**config.mk**
```make
export PLATFORM = sky130hd
export DESIGN_NAME = sine_tone_saturating_mixer
export DESIGN_NICKNAME = d
export VERILOG_FILES = /design/src/hdl/stsm_pkg.sv /design/src/hdl/sine_tone_saturating_mixer.sv /design/src/hdl/stsm_tone.sv /design/src/hdl/stsm_lane.sv
export SDC_FILE = /design/constraint.sdc
export NUM_CORES = 2
export LEC_CHECK = 0
export BUFFER_PORTS_ARGS = -buffer_cell sky130_fd_sc_hd__buf_2
export CORE_MARGIN = 2
export CORE_UTILIZATION = 45
export CTS_CLUSTER_SIZE = 28
export DETAILED_ROUTE_END_ITERATION = 7
export GPL_TIMING_DRIVEN = 0
export PLACE_DENSITY = 0.71
export SLEW_MARGIN = 20
export SYNTH_ARGS = -nofsm -noshare
export SYNTH_HDL_FRONTEND = slang
export SYNTH_SLANG_ARGS = --single-unit
```
**constraint.sdc**
```tcl
create_clock -name clock -period 20.4 [get_ports clock]
set_input_delay 1.02 -clock clock [delete_from_list [all_inputs] [get_ports clock]]
set_output_delay 1.02 -clock clock [all_outputs]
set_load 0.05 [all_outputs]
```
**src/hdl/stsm_pkg.sv**
```systemverilog
package stsm_pkg;

   localparam int NUM_LANES     = 8;
   localparam int PHASE_BITS    = 32;
   localparam int ROM_ADDR_BITS = 10;
   localparam int SINE_DEPTH    = 1 << ROM_ADDR_BITS;
   localparam int QUARTER_DEPTH = SINE_DEPTH / 4;
   localparam int QUARTER_BITS  = ROM_ADDR_BITS - 2;
   localparam int SAMPLE_BITS   = 16;
   localparam int MAG_BITS      = 15;
   localparam int TONE_BITS     = 16;
   localparam int SUM_BITS      = 18;

   localparam longint unsigned HALF_PI_Q30 = 64'd1686629713;

   typedef enum logic [1:0] {
      CSR_WIDTH_MODE = 2'd0,
      CSR_ACTIVE_CH  = 2'd1,
      CSR_AMPLITUDE  = 2'd2,
      CSR_PHASE_STEP = 2'd3
   } csr_reg_type;

   typedef logic signed [SAMPLE_BITS-1:0] sample_type;
   typedef logic signed [TONE_BITS-1:0]   tone_type;
   typedef logic [MAG_BITS-1:0]           mag_type;

   typedef struct packed {
      logic s1;
      logic s2;
      logic s3;
   } stage_en_type;

   typedef mag_type sine_rom_type [QUARTER_DEPTH];

   // quarter-wave sine by fixed-point Taylor series, evaluated at elaboration
   function automatic mag_type quarter_sine(input logic [QUARTER_BITS:0] q);
      longint unsigned x;
      longint unsigned x2;
      longint unsigned t;
      longint unsigned r;
      longint          s;
      x  = (longint'(q) * HALF_PI_Q30) / QUARTER_DEPTH;
      x2 = (x * x) >> 30;
      s  = longint'(x);
      t  = x;
      t  = ((t * x2) >> 30) / 6;
      s  = s - longint'(t);
      t  = ((t * x2) >> 30) / 20;
      s  = s + longint'(t);
      t  = ((t * x2) >> 30) / 42;
      s  = s - longint'(t);
      t  = ((t * x2) >> 30) / 72;
      s  = s + longint'(t);
      t  = ((t * x2) >> 30) / 110;
      s  = s - longint'(t);
      t  = ((t * x2) >> 30) / 156;
      s  = s + longint'(t);
      if (s < 0) begin
         s = 0;
      end
      r = (longint'(s) * 32767 + (64'd1 << 29)) >> 30;
      if (r > 64'd32767) begin
         r = 64'd32767;
      end
      return r[MAG_BITS-1:0];
   endfunction

   function automatic sine_rom_type build_sine_rom();
      sine_rom_type rom;
      for (int k = 0; k < QUARTER_DEPTH; k++) begin
         rom[k] = quarter_sine((QUARTER_BITS+1)'(k));
      end
      return rom;
   endfunction

   localparam sine_rom_type SINE_ROM  = build_sine_rom();
   localparam mag_type      SINE_PEAK = quarter_sine((QUARTER_BITS+1)'(QUARTER_DEPTH));

endpackage

```
**src/hdl/sine_tone_saturating_mixer.sv**
```systemverilog
// Adds a sine tone to up to eight channels of each audio frame and saturates
// every sum to the 8-bit or 16-bit signed range. One frame per clock is taken
// while req_stall is low, and each frame passes through registered steps in
// order: phase multiply, quarter-wave sine table, amplitude multiply,
// then eight parallel add/saturate lanes into the output register. Each
// pipeline stage holds its item independently, so frames keep entering while
// the output is stalled until every stage is full. Configuration registers
// may only be written while no frame is in flight.
module sine_tone_saturating_mixer (
   input  logic                 clock,
   input  logic                 reset,
   input  logic                 req_valid,
   output logic                 req_stall,
   input  logic [31:0]          req_sample_index,
   input  stsm_pkg::sample_type req_ch0_in,
   input  stsm_pkg::sample_type req_ch1_in,
   input  stsm_pkg::sample_type req_ch2_in,
   input  stsm_pkg::sample_type req_ch3_in,
   input  stsm_pkg::sample_type req_ch4_in,
   input  stsm_pkg::sample_type req_ch5_in,
   input  stsm_pkg::sample_type req_ch6_in,
   input  stsm_pkg::sample_type req_ch7_in,
   output logic                 rsp_valid,
   input  logic                 rsp_stall,
   output stsm_pkg::sample_type rsp_ch0_out,
   output stsm_pkg::sample_type rsp_ch1_out,
   output stsm_pkg::sample_type rsp_ch2_out,
   output stsm_pkg::sample_type rsp_ch3_out,
   output stsm_pkg::sample_type rsp_ch4_out,
   output stsm_pkg::sample_type rsp_ch5_out,
   output stsm_pkg::sample_type rsp_ch6_out,
   output stsm_pkg::sample_type rsp_ch7_out,
   output logic [7:0]           rsp_saturated_mask,
   input  logic                 csr_valid,
   output logic                 csr_ready,
   input  logic [1:0]           csr_index,
   input  logic [31:0]          csr_data
);
   import stsm_pkg::*;

   logic        width_mode_ff;
   logic        width_mode_in;
   logic [3:0]  active_ch_ff;
   logic [3:0]  active_ch_in;
   logic [15:0] amplitude_ff;
   logic [15:0] amplitude_in;
   logic [31:0] phase_step_ff;
   logic [31:0] phase_step_in;

   logic        v1_ff;
   logic        v1_in;
   logic        v2_ff;
   logic        v2_in;
   logic        v3_ff;
   logic        v3_in;
   logic        rsp_valid_ff;
   logic        rsp_valid_in;
   logic        en_out;

   stage_en_type stage_en;

   sample_type  req_ch [NUM_LANES];
   sample_type  ch_s1_ff [NUM_LANES];
   sample_type  ch_s2_ff [NUM_LANES];
   sample_type  ch_s3_ff [NUM_LANES];
   sample_type  lane_out [NUM_LANES];
   logic [NUM_LANES-1:0] lane_clip;
   sample_type  out_ff [NUM_LANES];
   logic [NUM_LANES-1:0] mask_ff;
   tone_type    tone;
   logic        csr_write;

   // configuration
   assign csr_ready = 1'b1;
   assign csr_write = csr_valid && csr_ready;

   always_comb begin
      width_mode_in = width_mode_ff;
      active_ch_in  = active_ch_ff;
      amplitude_in  = amplitude_ff;
      phase_step_in = phase_step_ff;
      if (csr_write) begin
         case (csr_index)
            CSR_WIDTH_MODE: width_mode_in = csr_data[0];
            CSR_ACTIVE_CH:  active_ch_in  = csr_data[3:0];
            CSR_AMPLITUDE:  amplitude_in  = csr_data[15:0];
            CSR_PHASE_STEP: phase_step_in = csr_data;
            default:        width_mode_in = width_mode_ff;
         endcase
      end
   end

   always_ff @(posedge clock) begin
      if (reset) begin
         width_mode_ff <= 1'b1;
         active_ch_ff  <= 4'd2;
         amplitude_ff  <= 16'd0;
         phase_step_ff <= 32'd243478870;
      end else begin
         width_mode_ff <= width_mode_in;
         active_ch_ff  <= active_ch_in;
         amplitude_ff  <= amplitude_in;
         phase_step_ff <= phase_step_in;
      end
   end

   // pipeline control: a stage loads when empty or when its item moves on
   assign en_out      = !rsp_valid_ff || !rsp_stall;
   assign stage_en.s3 = !v3_ff || en_out;
   assign stage_en.s2 = !v2_ff || stage_en.s3;
   assign stage_en.s1 = !v1_ff || stage_en.s2;
   assign req_stall   = !stage_en.s1;

   assign v1_in        = stage_en.s1 ? req_valid : v1_ff;
   assign v2_in        = stage_en.s2 ? v1_ff : v2_ff;
   assign v3_in        = stage_en.s3 ? v2_ff : v3_ff;
   assign rsp_valid_in = en_out ? v3_ff : rsp_valid_ff;

   always_ff @(posedge clock) begin
      if (reset) begin
         v1_ff        <= 1'b0;
         v2_ff        <= 1'b0;
         v3_ff        <= 1'b0;
         rsp_valid_ff <= 1'b0;
      end else begin
         v1_ff        <= v1_in;
         v2_ff        <= v2_in;
         v3_ff        <= v3_in;
         rsp_valid_ff <= rsp_valid_in;
      end
   end

   assign req_ch[0] = req_ch0_in;
   assign req_ch[1] = req_ch1_in;
   assign req_ch[2] = req_ch2_in;
   assign req_ch[3] = req_ch3_in;
   assign req_ch[4] = req_ch4_in;
   assign req_ch[5] = req_ch5_in;
   assign req_ch[6] = req_ch6_in;
   assign req_ch[7] = req_ch7_in;

   always_ff @(posedge clock) begin
      for (int i = 0; i < NUM_LANES; i++) begin
         if (stage_en.s1) begin
            ch_s1_ff[i] <= req_ch[i];
         end
         if (stage_en.s2) begin
            ch_s2_ff[i] <= ch_s1_ff[i];
         end
         if (stage_en.s3) begin
            ch_s3_ff[i] <= ch_s2_ff[i];
         end
      end
   end

   stsm_tone u_tone (
      .clock        (clock),
      .stage_en     (stage_en),
      .sample_index (req_sample_index),
      .phase_step   (phase_step_ff),
      .amplitude    (amplitude_ff),
      .tone         (tone)
   );

   for (genvar g = 0; g < NUM_LANES; g++) begin : g_lane
      stsm_lane u_lane (
         .raw     (ch_s3_ff[g]),
         .tone    (tone),
         .active  (active_ch_ff > 4'(g)),
         .wide    (width_mode_ff),
         .result  (lane_out[g]),
         .clipped (lane_clip[g])
      );
   end

   // merge: lane results and clip flags into the output item
   always_ff @(posedge clock) begin
      if (en_out) begin
         mask_ff <= lane_clip;
         for (int i = 0; i < NUM_LANES; i++) begin
            out_ff[i] <= lane_out[i];
         end
      end
   end

   assign rsp_valid          = rsp_valid_ff;
   assign rsp_saturated_mask = mask_ff;
   assign rsp_ch0_out        = out_ff[0];
   assign rsp_ch1_out        = out_ff[1];
   assign rsp_ch2_out        = out_ff[2];
   assign rsp_ch3_out        = out_ff[3];
   assign rsp_ch4_out        = out_ff[4];
   assign rsp_ch5_out        = out_ff[5];
   assign rsp_ch6_out        = out_ff[6];
   assign rsp_ch7_out        = out_ff[7];

endmodule

```
**src/hdl/stsm_tone.sv**
```systemverilog
module stsm_tone (
   input  logic                      clock,
   input  stsm_pkg::stage_en_type    stage_en,
   input  logic [31:0]               sample_index,
   input  logic [31:0]               phase_step,
   input  logic [15:0]               amplitude,
   output stsm_pkg::tone_type        tone
);
   import stsm_pkg::*;

   logic [PHASE_BITS-1:0]    phase_ff;
   logic [PHASE_BITS-1:0]    phase_in;
   mag_type                  mag_ff;
   mag_type                  mag_in;
   logic                     neg_ff;
   logic                     neg_in;
   tone_type                 tone_ff;
   tone_type                 tone_in;

   logic [ROM_ADDR_BITS-1:0] addr;
   logic [1:0]               quad;
   logic [QUARTER_BITS:0]    q;
   logic [2*MAG_BITS-1:0]    prod;
   logic [MAG_BITS-1:0]      scaled;

   assign phase_in = sample_index * phase_step;

   always_comb begin
      addr = phase_ff[PHASE_BITS-1 -: ROM_ADDR_BITS];
      quad = addr[ROM_ADDR_BITS-1 -: 2];
      if (quad[0]) begin
         q = (QUARTER_BITS+1)'(QUARTER_DEPTH) - {1'b0, addr[QUARTER_BITS-1:0]};
      end else begin
         q = {1'b0, addr[QUARTER_BITS-1:0]};
      end
      if (q[QUARTER_BITS]) begin
         mag_in = SINE_PEAK;
      end else begin
         mag_in = SINE_ROM[q[QUARTER_BITS-1:0]];
      end
      neg_in = quad[1];
   end

   always_comb begin
      prod   = (2*MAG_BITS)'(amplitude[15:1]) * (2*MAG_BITS)'(mag_ff);
      scaled = prod[2*MAG_BITS-1 -: MAG_BITS];
      if (neg_ff) begin
         tone_in = -tone_type'({1'b0, scaled});
      end else begin
         tone_in = tone_type'({1'b0, scaled});
      end
   end

   always_ff @(posedge clock) begin
      if (stage_en.s1) begin
         phase_ff <= phase_in;
      end
      if (stage_en.s2) begin
         mag_ff <= mag_in;
         neg_ff <= neg_in;
      end
      if (stage_en.s3) begin
         tone_ff <= tone_in;
      end
   end

   assign tone = tone_ff;

endmodule

```
**src/hdl/stsm_lane.sv**
```systemverilog
module stsm_lane (
   input  stsm_pkg::sample_type raw,
   input  stsm_pkg::tone_type   tone,
   input  logic                 active,
   input  logic                 wide,
   output stsm_pkg::sample_type result,
   output logic                 clipped
);
   import stsm_pkg::*;

   localparam logic signed [SUM_BITS-1:0] HI16 = 18'sd32767;
   localparam logic signed [SUM_BITS-1:0] LO16 = -18'sd32768;
   localparam logic signed [SUM_BITS-1:0] HI8  = 18'sd127;
   localparam logic signed [SUM_BITS-1:0] LO8  = -18'sd128;

   sample_type                  x;
   logic signed [SUM_BITS-1:0]  sum;
   logic signed [SUM_BITS-1:0]  hi;
   logic signed [SUM_BITS-1:0]  lo;

   always_comb begin
      if (wide) begin
         x  = raw;
         hi = HI16;
         lo = LO16;
      end else begin
         x  = {{8{raw[7]}}, raw[7:0]};
         hi = HI8;
         lo = LO8;
      end
      sum = SUM_BITS'(x) + SUM_BITS'(tone);
      if (!active) begin
         result  = raw;
         clipped = 1'b0;
      end else if (sum > hi) begin
         result  = hi[SAMPLE_BITS-1:0];
         clipped = 1'b1;
      end else if (sum < lo) begin
         result  = lo[SAMPLE_BITS-1:0];
         clipped = 1'b1;
      end else begin
         result  = sum[SAMPLE_BITS-1:0];
         clipped = 1'b0;
      end
   end

endmodule

```
Word-level counts from Yosys, hierarchy flattened --
Memories as Yosys holds them, arrays and structs flattened. A register that Yosys moved wholly into a read port is not among the register bits. Index checks and enable logic that the tools add are counted.
Operators by class: add/sub/neg operators 10, $mul 2, div/mod/pow operators 0, $lt $le $gt $ge 24, eq/ne operators 3, shifts and indexed selects 0, muxes and demuxes 60, bitwise gates (word level) 1, reduce and logical (&&, ||, !) cells 15
Operators with widths (count):
- two-way mux 16 bit | 32
- adder 16 x 16 -> 17 bit | 8
- greater-than comparator 18 bit | 5
- < comparator 18 bit | 5
- greater-than comparator 18 x 16 -> 1 bit | 3
- < comparator 18 x 16 -> 1 bit | 3
- two-way mux 15 bit | 3
- multiplier 32 x 32 -> 32 bit | 1
- multiplier 15 x 15 -> 30 bit | 1
- two-way mux 1 bit | 24
- greater-than comparator 4 x 3 -> 1 bit (second input constant) | 4
- negation 15 -> 16 bit | 1
- two-way mux 9 bit | 1
- inverter 8 -> 9 bit | 1
- subtractor 9 x 8 -> 9 bit (first input constant) | 1
- greater-than comparator 4 x 1 -> 1 bit (second input constant) | 2
- greater-than comparator 4 x 2 -> 1 bit (second input constant) | 2
- AND reduction 2 bit | 4
- logical NOT 1 bit | 6
- equality test 2 bit (second input constant) | 2
- logical OR 1 bit | 4
- equality test 2 x 1 -> 1 bit (second input constant) | 1
- logical NOT 2 bit | 1
Word-level totals: bits in registers 114, bits in latches 0, bits in writable memories 512, ROM bits 3840, output and inout bits 139, logic and storage cells 140, memories kept 5
Memories:
- (name not given) | depth 256, width 15, read ports 1, clocked after memory_dff 1, wr ports 0, RTL line stsm_tone.sv:39 | mag_in = SINE_ROM[q[QUARTER_BITS-1:0]];
- ch_s1_ff | depth 8, width 16, read ports 8, clocked after memory_dff 0, wr ports 8, RTL line sine_tone_saturating_mixer.sv:63 | sample_type ch_s1_ff [NUM_LANES];
- ch_s2_ff | depth 8, width 16, read ports 8, clocked after memory_dff 0, wr ports 8, RTL line sine_tone_saturating_mixer.sv:64 | sample_type ch_s2_ff [NUM_LANES];
- ch_s3_ff | depth 8, width 16, read ports 8, clocked after memory_dff 0, wr ports 8, RTL line sine_tone_saturating_mixer.sv:65 | sample_type ch_s3_ff [NUM_LANES];
- out_ff | depth 8, width 16, read ports 8, clocked after memory_dff 0, wr ports 8, RTL line sine_tone_saturating_mixer.sv:68 | sample_type out_ff [NUM_LANES];

Longest topological paths before layout --
word-level depth 7, gate-level depth with buffers 28, depth with buffers taken out 26

Hierarchy --
Synthesis repeated with hierarchy kept, for this count alone.
Unflattened totals: cell total of the unflattened synthesis 5916, area total of the unflattened synthesis 59592.2 µm²
Modules (own cells, without submodules):
- stsm_tone | times used 1, cells an instance 3339, area each 28343.4 µm², seq. area each 1261.2 µm²
- sine_tone_saturating_mixer | times used 1, cells an instance 769, area each 18076.1 µm², seq. area each 16756.1 µm²
- stsm_lane | times used 8, cells an instance 226, area each 1646.6 µm², seq. area each 0.0 µm²

Worst setup path after synthesis --
Ideal clock, no wire load.
path type register to register, start register width_mode_ff, end memory out_ff[0][39] in the netlist's numbering, data pin, library setup time 258 ps, arrival 8502 ps, data required time 20142 ps, path slack 11640 ps, stages on the path, launching flop included 22, buffers on the path 2, clock period less this slack 8760 ps, cells stage by stage dfxtp_1 > clkinv_1 > clkbuf_1 > nand2_1 > nand2_1 > ha_1 > a21o_1 > a21oi_1 > o311ai_1 > and3_1 > a31oi_1 > a21boi_0 > ha_1 > nand4b_1 > nor4_1 > nand3_1 > o31a_1 > o21ai_0 > a21boi_2 > or3_1 > buf_2 > o221a_2
RTL lines:
- from (decl) | RTL line sine_tone_saturating_mixer.sv:41 | logic width_mode_ff;
- from (signal assigned) | RTL line sine_tone_saturating_mixer.sv:100 | width_mode_ff <= width_mode_in;
- to (decl) | RTL line sine_tone_saturating_mixer.sv:68

Worst setup path after layout --
start register phase_step_ff[4], end register u_tone.phase_ff[31], data pin
Between the ends: cells in the longest elaborated chain, start to end 1
RTL lines:
- from (decl) | RTL line sine_tone_saturating_mixer.sv:47 | logic [31:0] phase_step_ff;
- from (signal assigned) | RTL line sine_tone_saturating_mixer.sv:103 | phase_step_ff <= phase_step_in;
- multiplier 32 x 32 -> 32 bit | RTL line stsm_tone.sv:26 | assign phase_in = sample_index * phase_step;
- via u_tone.phase_in[31] | RTL line stsm_tone.sv:12 | logic [PHASE_BITS-1:0] phase_in;
- to (signal assigned) | RTL line stsm_tone.sv:56 | phase_ff <= phase_in;
- to (decl) | RTL line stsm_tone.sv:11 | logic [PHASE_BITS-1:0] phase_ff;
The timed path passes the listed nets, and every way through them passes these cells. A chain may end at the register's enable or synchronous reset.

==> summary.md <==
| Metric | Value |
|---|---|
| Outcome | finished clean |
| Syn Inst Count | 5,924 |
| Main synth FF type | edfxtp_1 |
| First-pass GRT wire length | 309,000 um |
| Syn_nets | 7,223 |
| Total negative slack | 0 ns |
| Routability congestion estimate | 1.05 |
| Fmax achieved | 104 MHz |
| CTS tree | built |
| CP arrival | 9.99 ns |
| Number of global-route vias before repair | 47,665 |
| Post-CTS Setup Inserts | 0 |
| MaxCap Viol Count | 0 |
| Distinct cell type count after synthesis | 95 |
| Core ar. | 0.128 sq mm |
| Worst r2r path cells | 24 |
| CTS sink count | 618 |
| Critical path class | flop to flop |
| R2R setup slack | 10.81 ns |
| Worst EP required | 20.80 ns |
| Post-CTS Resized | 0 |
| Reg2reg start | phase_step_ff[4] |
| Layout cells sized above 1 | 8.54% |
| Cell area after synthesis | 0.0581 sq mm |
| Final worst setup slack | 10.81 ns |
| Clk Latency, worst-skew pair | 0.67 ns |
| Ys async rst share | 0% |
| Total gr overflow | 0 |
| Crit Reg-Reg Endpoint | u_tone.phase_ff[31] |
| CP Max Fanout | 10 |
| Seq cells post-synth | 618 |
| DR vias/cell | 5.90 |
| Commonest non-fill, non-tap cell in the layout | nand2_1 |
| Worst setup EP type | flop |
| H-tree Lvls | 3 |
| Post-synthesis average cell area | 9.80 sq um |
| Detailed Route WL | 212,000 um |
| Die X | 363 um |
| Ports | 338 |
| Area added between synthesis and finish | 11.0% |
| Slew Viols, Final | 0 |
| Slew HR | 18.3% |
| DIE AREA | 0.132 sq mm |
| Hold path start | ch_s2_ff[0][63] |
| Tot GR Track Use | 31.8% |
| Hold Crit Class | flop to flop |
| Most frequent cells in the layout | nand2_1 (835), inv_1 (691), fa_1 (581), edfxtp_1 (562), ha_1 (519) |
| Clk Tree Root Cell | clkbuf_16 |
| RSZ-0062 raised after global routing | no |
| Crit path to | u_tone.phase_ff[31] |
| Clk buf depth | 3 |
| First-pass iteration count of the detailed router | 5 |
| Worst setup path startpoint | phase_step_ff[4] |
| Nets | 7,639 |
| Yosys warnings | 0 |
| Die height | 363 um |
| Pin count of the biggest net entering global routing | 85 |
| DRC viols | 0 |
| Worst setup SP type | flop |
| Setup Viol. Count Final | 0 |
| DRT iter0 DRCs | 5,017 |
| Sequential share of the synthesized area | 31.0% |
| TritonCTS Buffers | 70 |
| Wire per inst | 26.3 um |
| Post-synth EDFFs | 562 |
| DR vias | 47,606 |
| Worst-margin pin slew | 1.23 ns |
| Hold Buf Count CTS | 0 |
| DP HPWL | 166,000 um |
| Tmin final | 9.59 ns |
| Dpl ws | 10.71 ns |
| I/O Buffers | 331 |
| Initial Util | 45.4% |
| Final ANT Viol Nets | 0 |
| Clock skew | 0.0404 ns |
| Row cnt | 131 |
| Period utilisation layout | 47.0% |
| Worst-path clk slew | 0.06 ns |
| Final hold vios | 0 |
| Initial antenna violation count | 19 |
-- cell usage after synthesis, drive strengths merged, types with 12 or more instances --
| master | count | share of area (%) |
|---|---|---|
| a211o | 15 | 0.23 |
| a211oi | 65 | 0.85 |
| a21o | 52 | 0.67 |
| a21oi | 320 | 2.8 |
| a221oi | 28 | 0.43 |
| a311oi | 19 | 0.31 |
| a31oi | 50 | 0.55 |
| and2 | 416 | 4.5 |
| and3 | 25 | 0.27 |
| buf | 36 | 0.28 |
| clkbuf | 249 | 1.6 |
| dfxtp | 56 | 1.9 |
| edfxtp | 562 | 29 |
| fa | 581 | 20 |
| ha | 519 | 11 |
| inv | 694 | 4.5 |
| mux2i | 12 | 0.21 |
| nand2 | 837 | 5.4 |
| nand2b | 28 | 0.30 |
| nand3 | 81 | 0.70 |
| nand3b | 18 | 0.23 |
| nand4 | 23 | 0.25 |
| nor2 | 292 | 1.9 |
| nor2b | 33 | 0.36 |
| nor3 | 67 | 0.59 |
| nor4 | 12 | 0.13 |
| o211ai | 58 | 0.77 |
| o21a | 23 | 0.30 |
| o21ai | 229 | 2.0 |
| o21bai | 40 | 0.52 |
| o221a | 14 | 0.27 |
| o221ai | 13 | 0.20 |
| o22ai | 31 | 0.33 |
| o311ai | 16 | 0.24 |
| o31ai | 23 | 0.30 |
| or2 | 15 | 0.16 |
| or3 | 27 | 0.29 |
| xnor2 | 132 | 2.0 |
| xor2 | 62 | 0.94 |
-- critical path: stages (launching register included) --
cell,delay (ns)
dfxtp_1,0.41
clkbuf_1,0.59
clkbuf_1,0.72
nand2_1,0.16
fa_1,0.51
inv_1,0.05
fa_1,0.49
inv_1,0.06
fa_1,0.50
fa_1,0.59
inv_1,0.07
fa_1,0.48
fa_1,0.56
fa_1,0.44
fa_1,0.46
ha_1,0.32
a2111oi_0,0.79
o31ai_1,0.17
a21oi_1,0.17
o22ai_1,0.27
a211oi_1,0.66
nor3_1,0.15
or3_1,0.41
a21oi_1,0.20
xnor2_1,0.09
-- final cells by class --
type                       count  area, sq um
timing repair buffer         344         1960
fill                       11595        63400
clock inverter                36          360
sequential                   618        18000
buffer                       285         1100
clock buffer                  90         1900
inverter                     695         2620
antenna                       10         25.0
tap                         1662         2080
multi-input combinational   4326        36400
-- through the flow --
stage | util [%] | cell area, sq um | instances | hold slack [ns]
2_1_floorplan | - | 58100 | 5924 | 0.400
5_1_grt | 50.4 | 64400 | 8056 | 0.406
6_report | 50.4 | 64500 | 8066 | 0.401
3_3_place_gp | 48.3 | 61800 | 7917 | 0.402
4_1_cts | 50.4 | 64400 | 8056 | 0.406
3_5_place_dp | 48.6 | 62200 | 7930 | 0.405
-- worst min-delay path by stage --
stage / cells after the start / to
final: 0 / ch_s3_ff[0][63]
after CTS: 0 / ch_s3_ff[0][60]
after global placement: 0 / ch_s3_ff[0][63]
after global routing: 0 / ch_s2_ff[1][47]
after detailed placement: 0 / ch_s2_ff[0][27]
after floorplan: 0 / ch_s2_ff[0][0]
-- flip-flops by register name, summed over array words and instances, names as in the netlist, 4 cells and up --
register            cells
amplitude_ff           15
ch_s3_ff              128
phase_step_ff          32
out_ff                128
u_tone.tone            16
u_tone.mag_ff          15
ch_s1_ff              128
rsp_saturated_mask      8
ch_s2_ff              128
u_tone.phase_ff        10
active_ch_ff            4
-- routing by layer --
layer / GRT usage, % / vias up / wire, um
li1: - / 20875 / -
met1: 41.4 / 23633 / 84900
met2: 49.6 / 2513 / 93400
met3: 8.32 / 569 / 22000
met4: 15.0 / 16 / 11400
met5: 0 / - / 99
-- kinds of logic after synthesis --
group	share of synthesized area [%]
multiplexers	0.459
AO/OA/AOI/OAI	12.4
buffers and inverters	6.38
other	0.00646
AND/OR/NAND/NOR	15.6
XOR/XNOR	2.95
flip-flops	31.0
adder cells (fa/ha/maj)	31.2
Power is not shown: default switching activity piles up to over one toggle a cycle in this logic, so the estimate is an artifact.
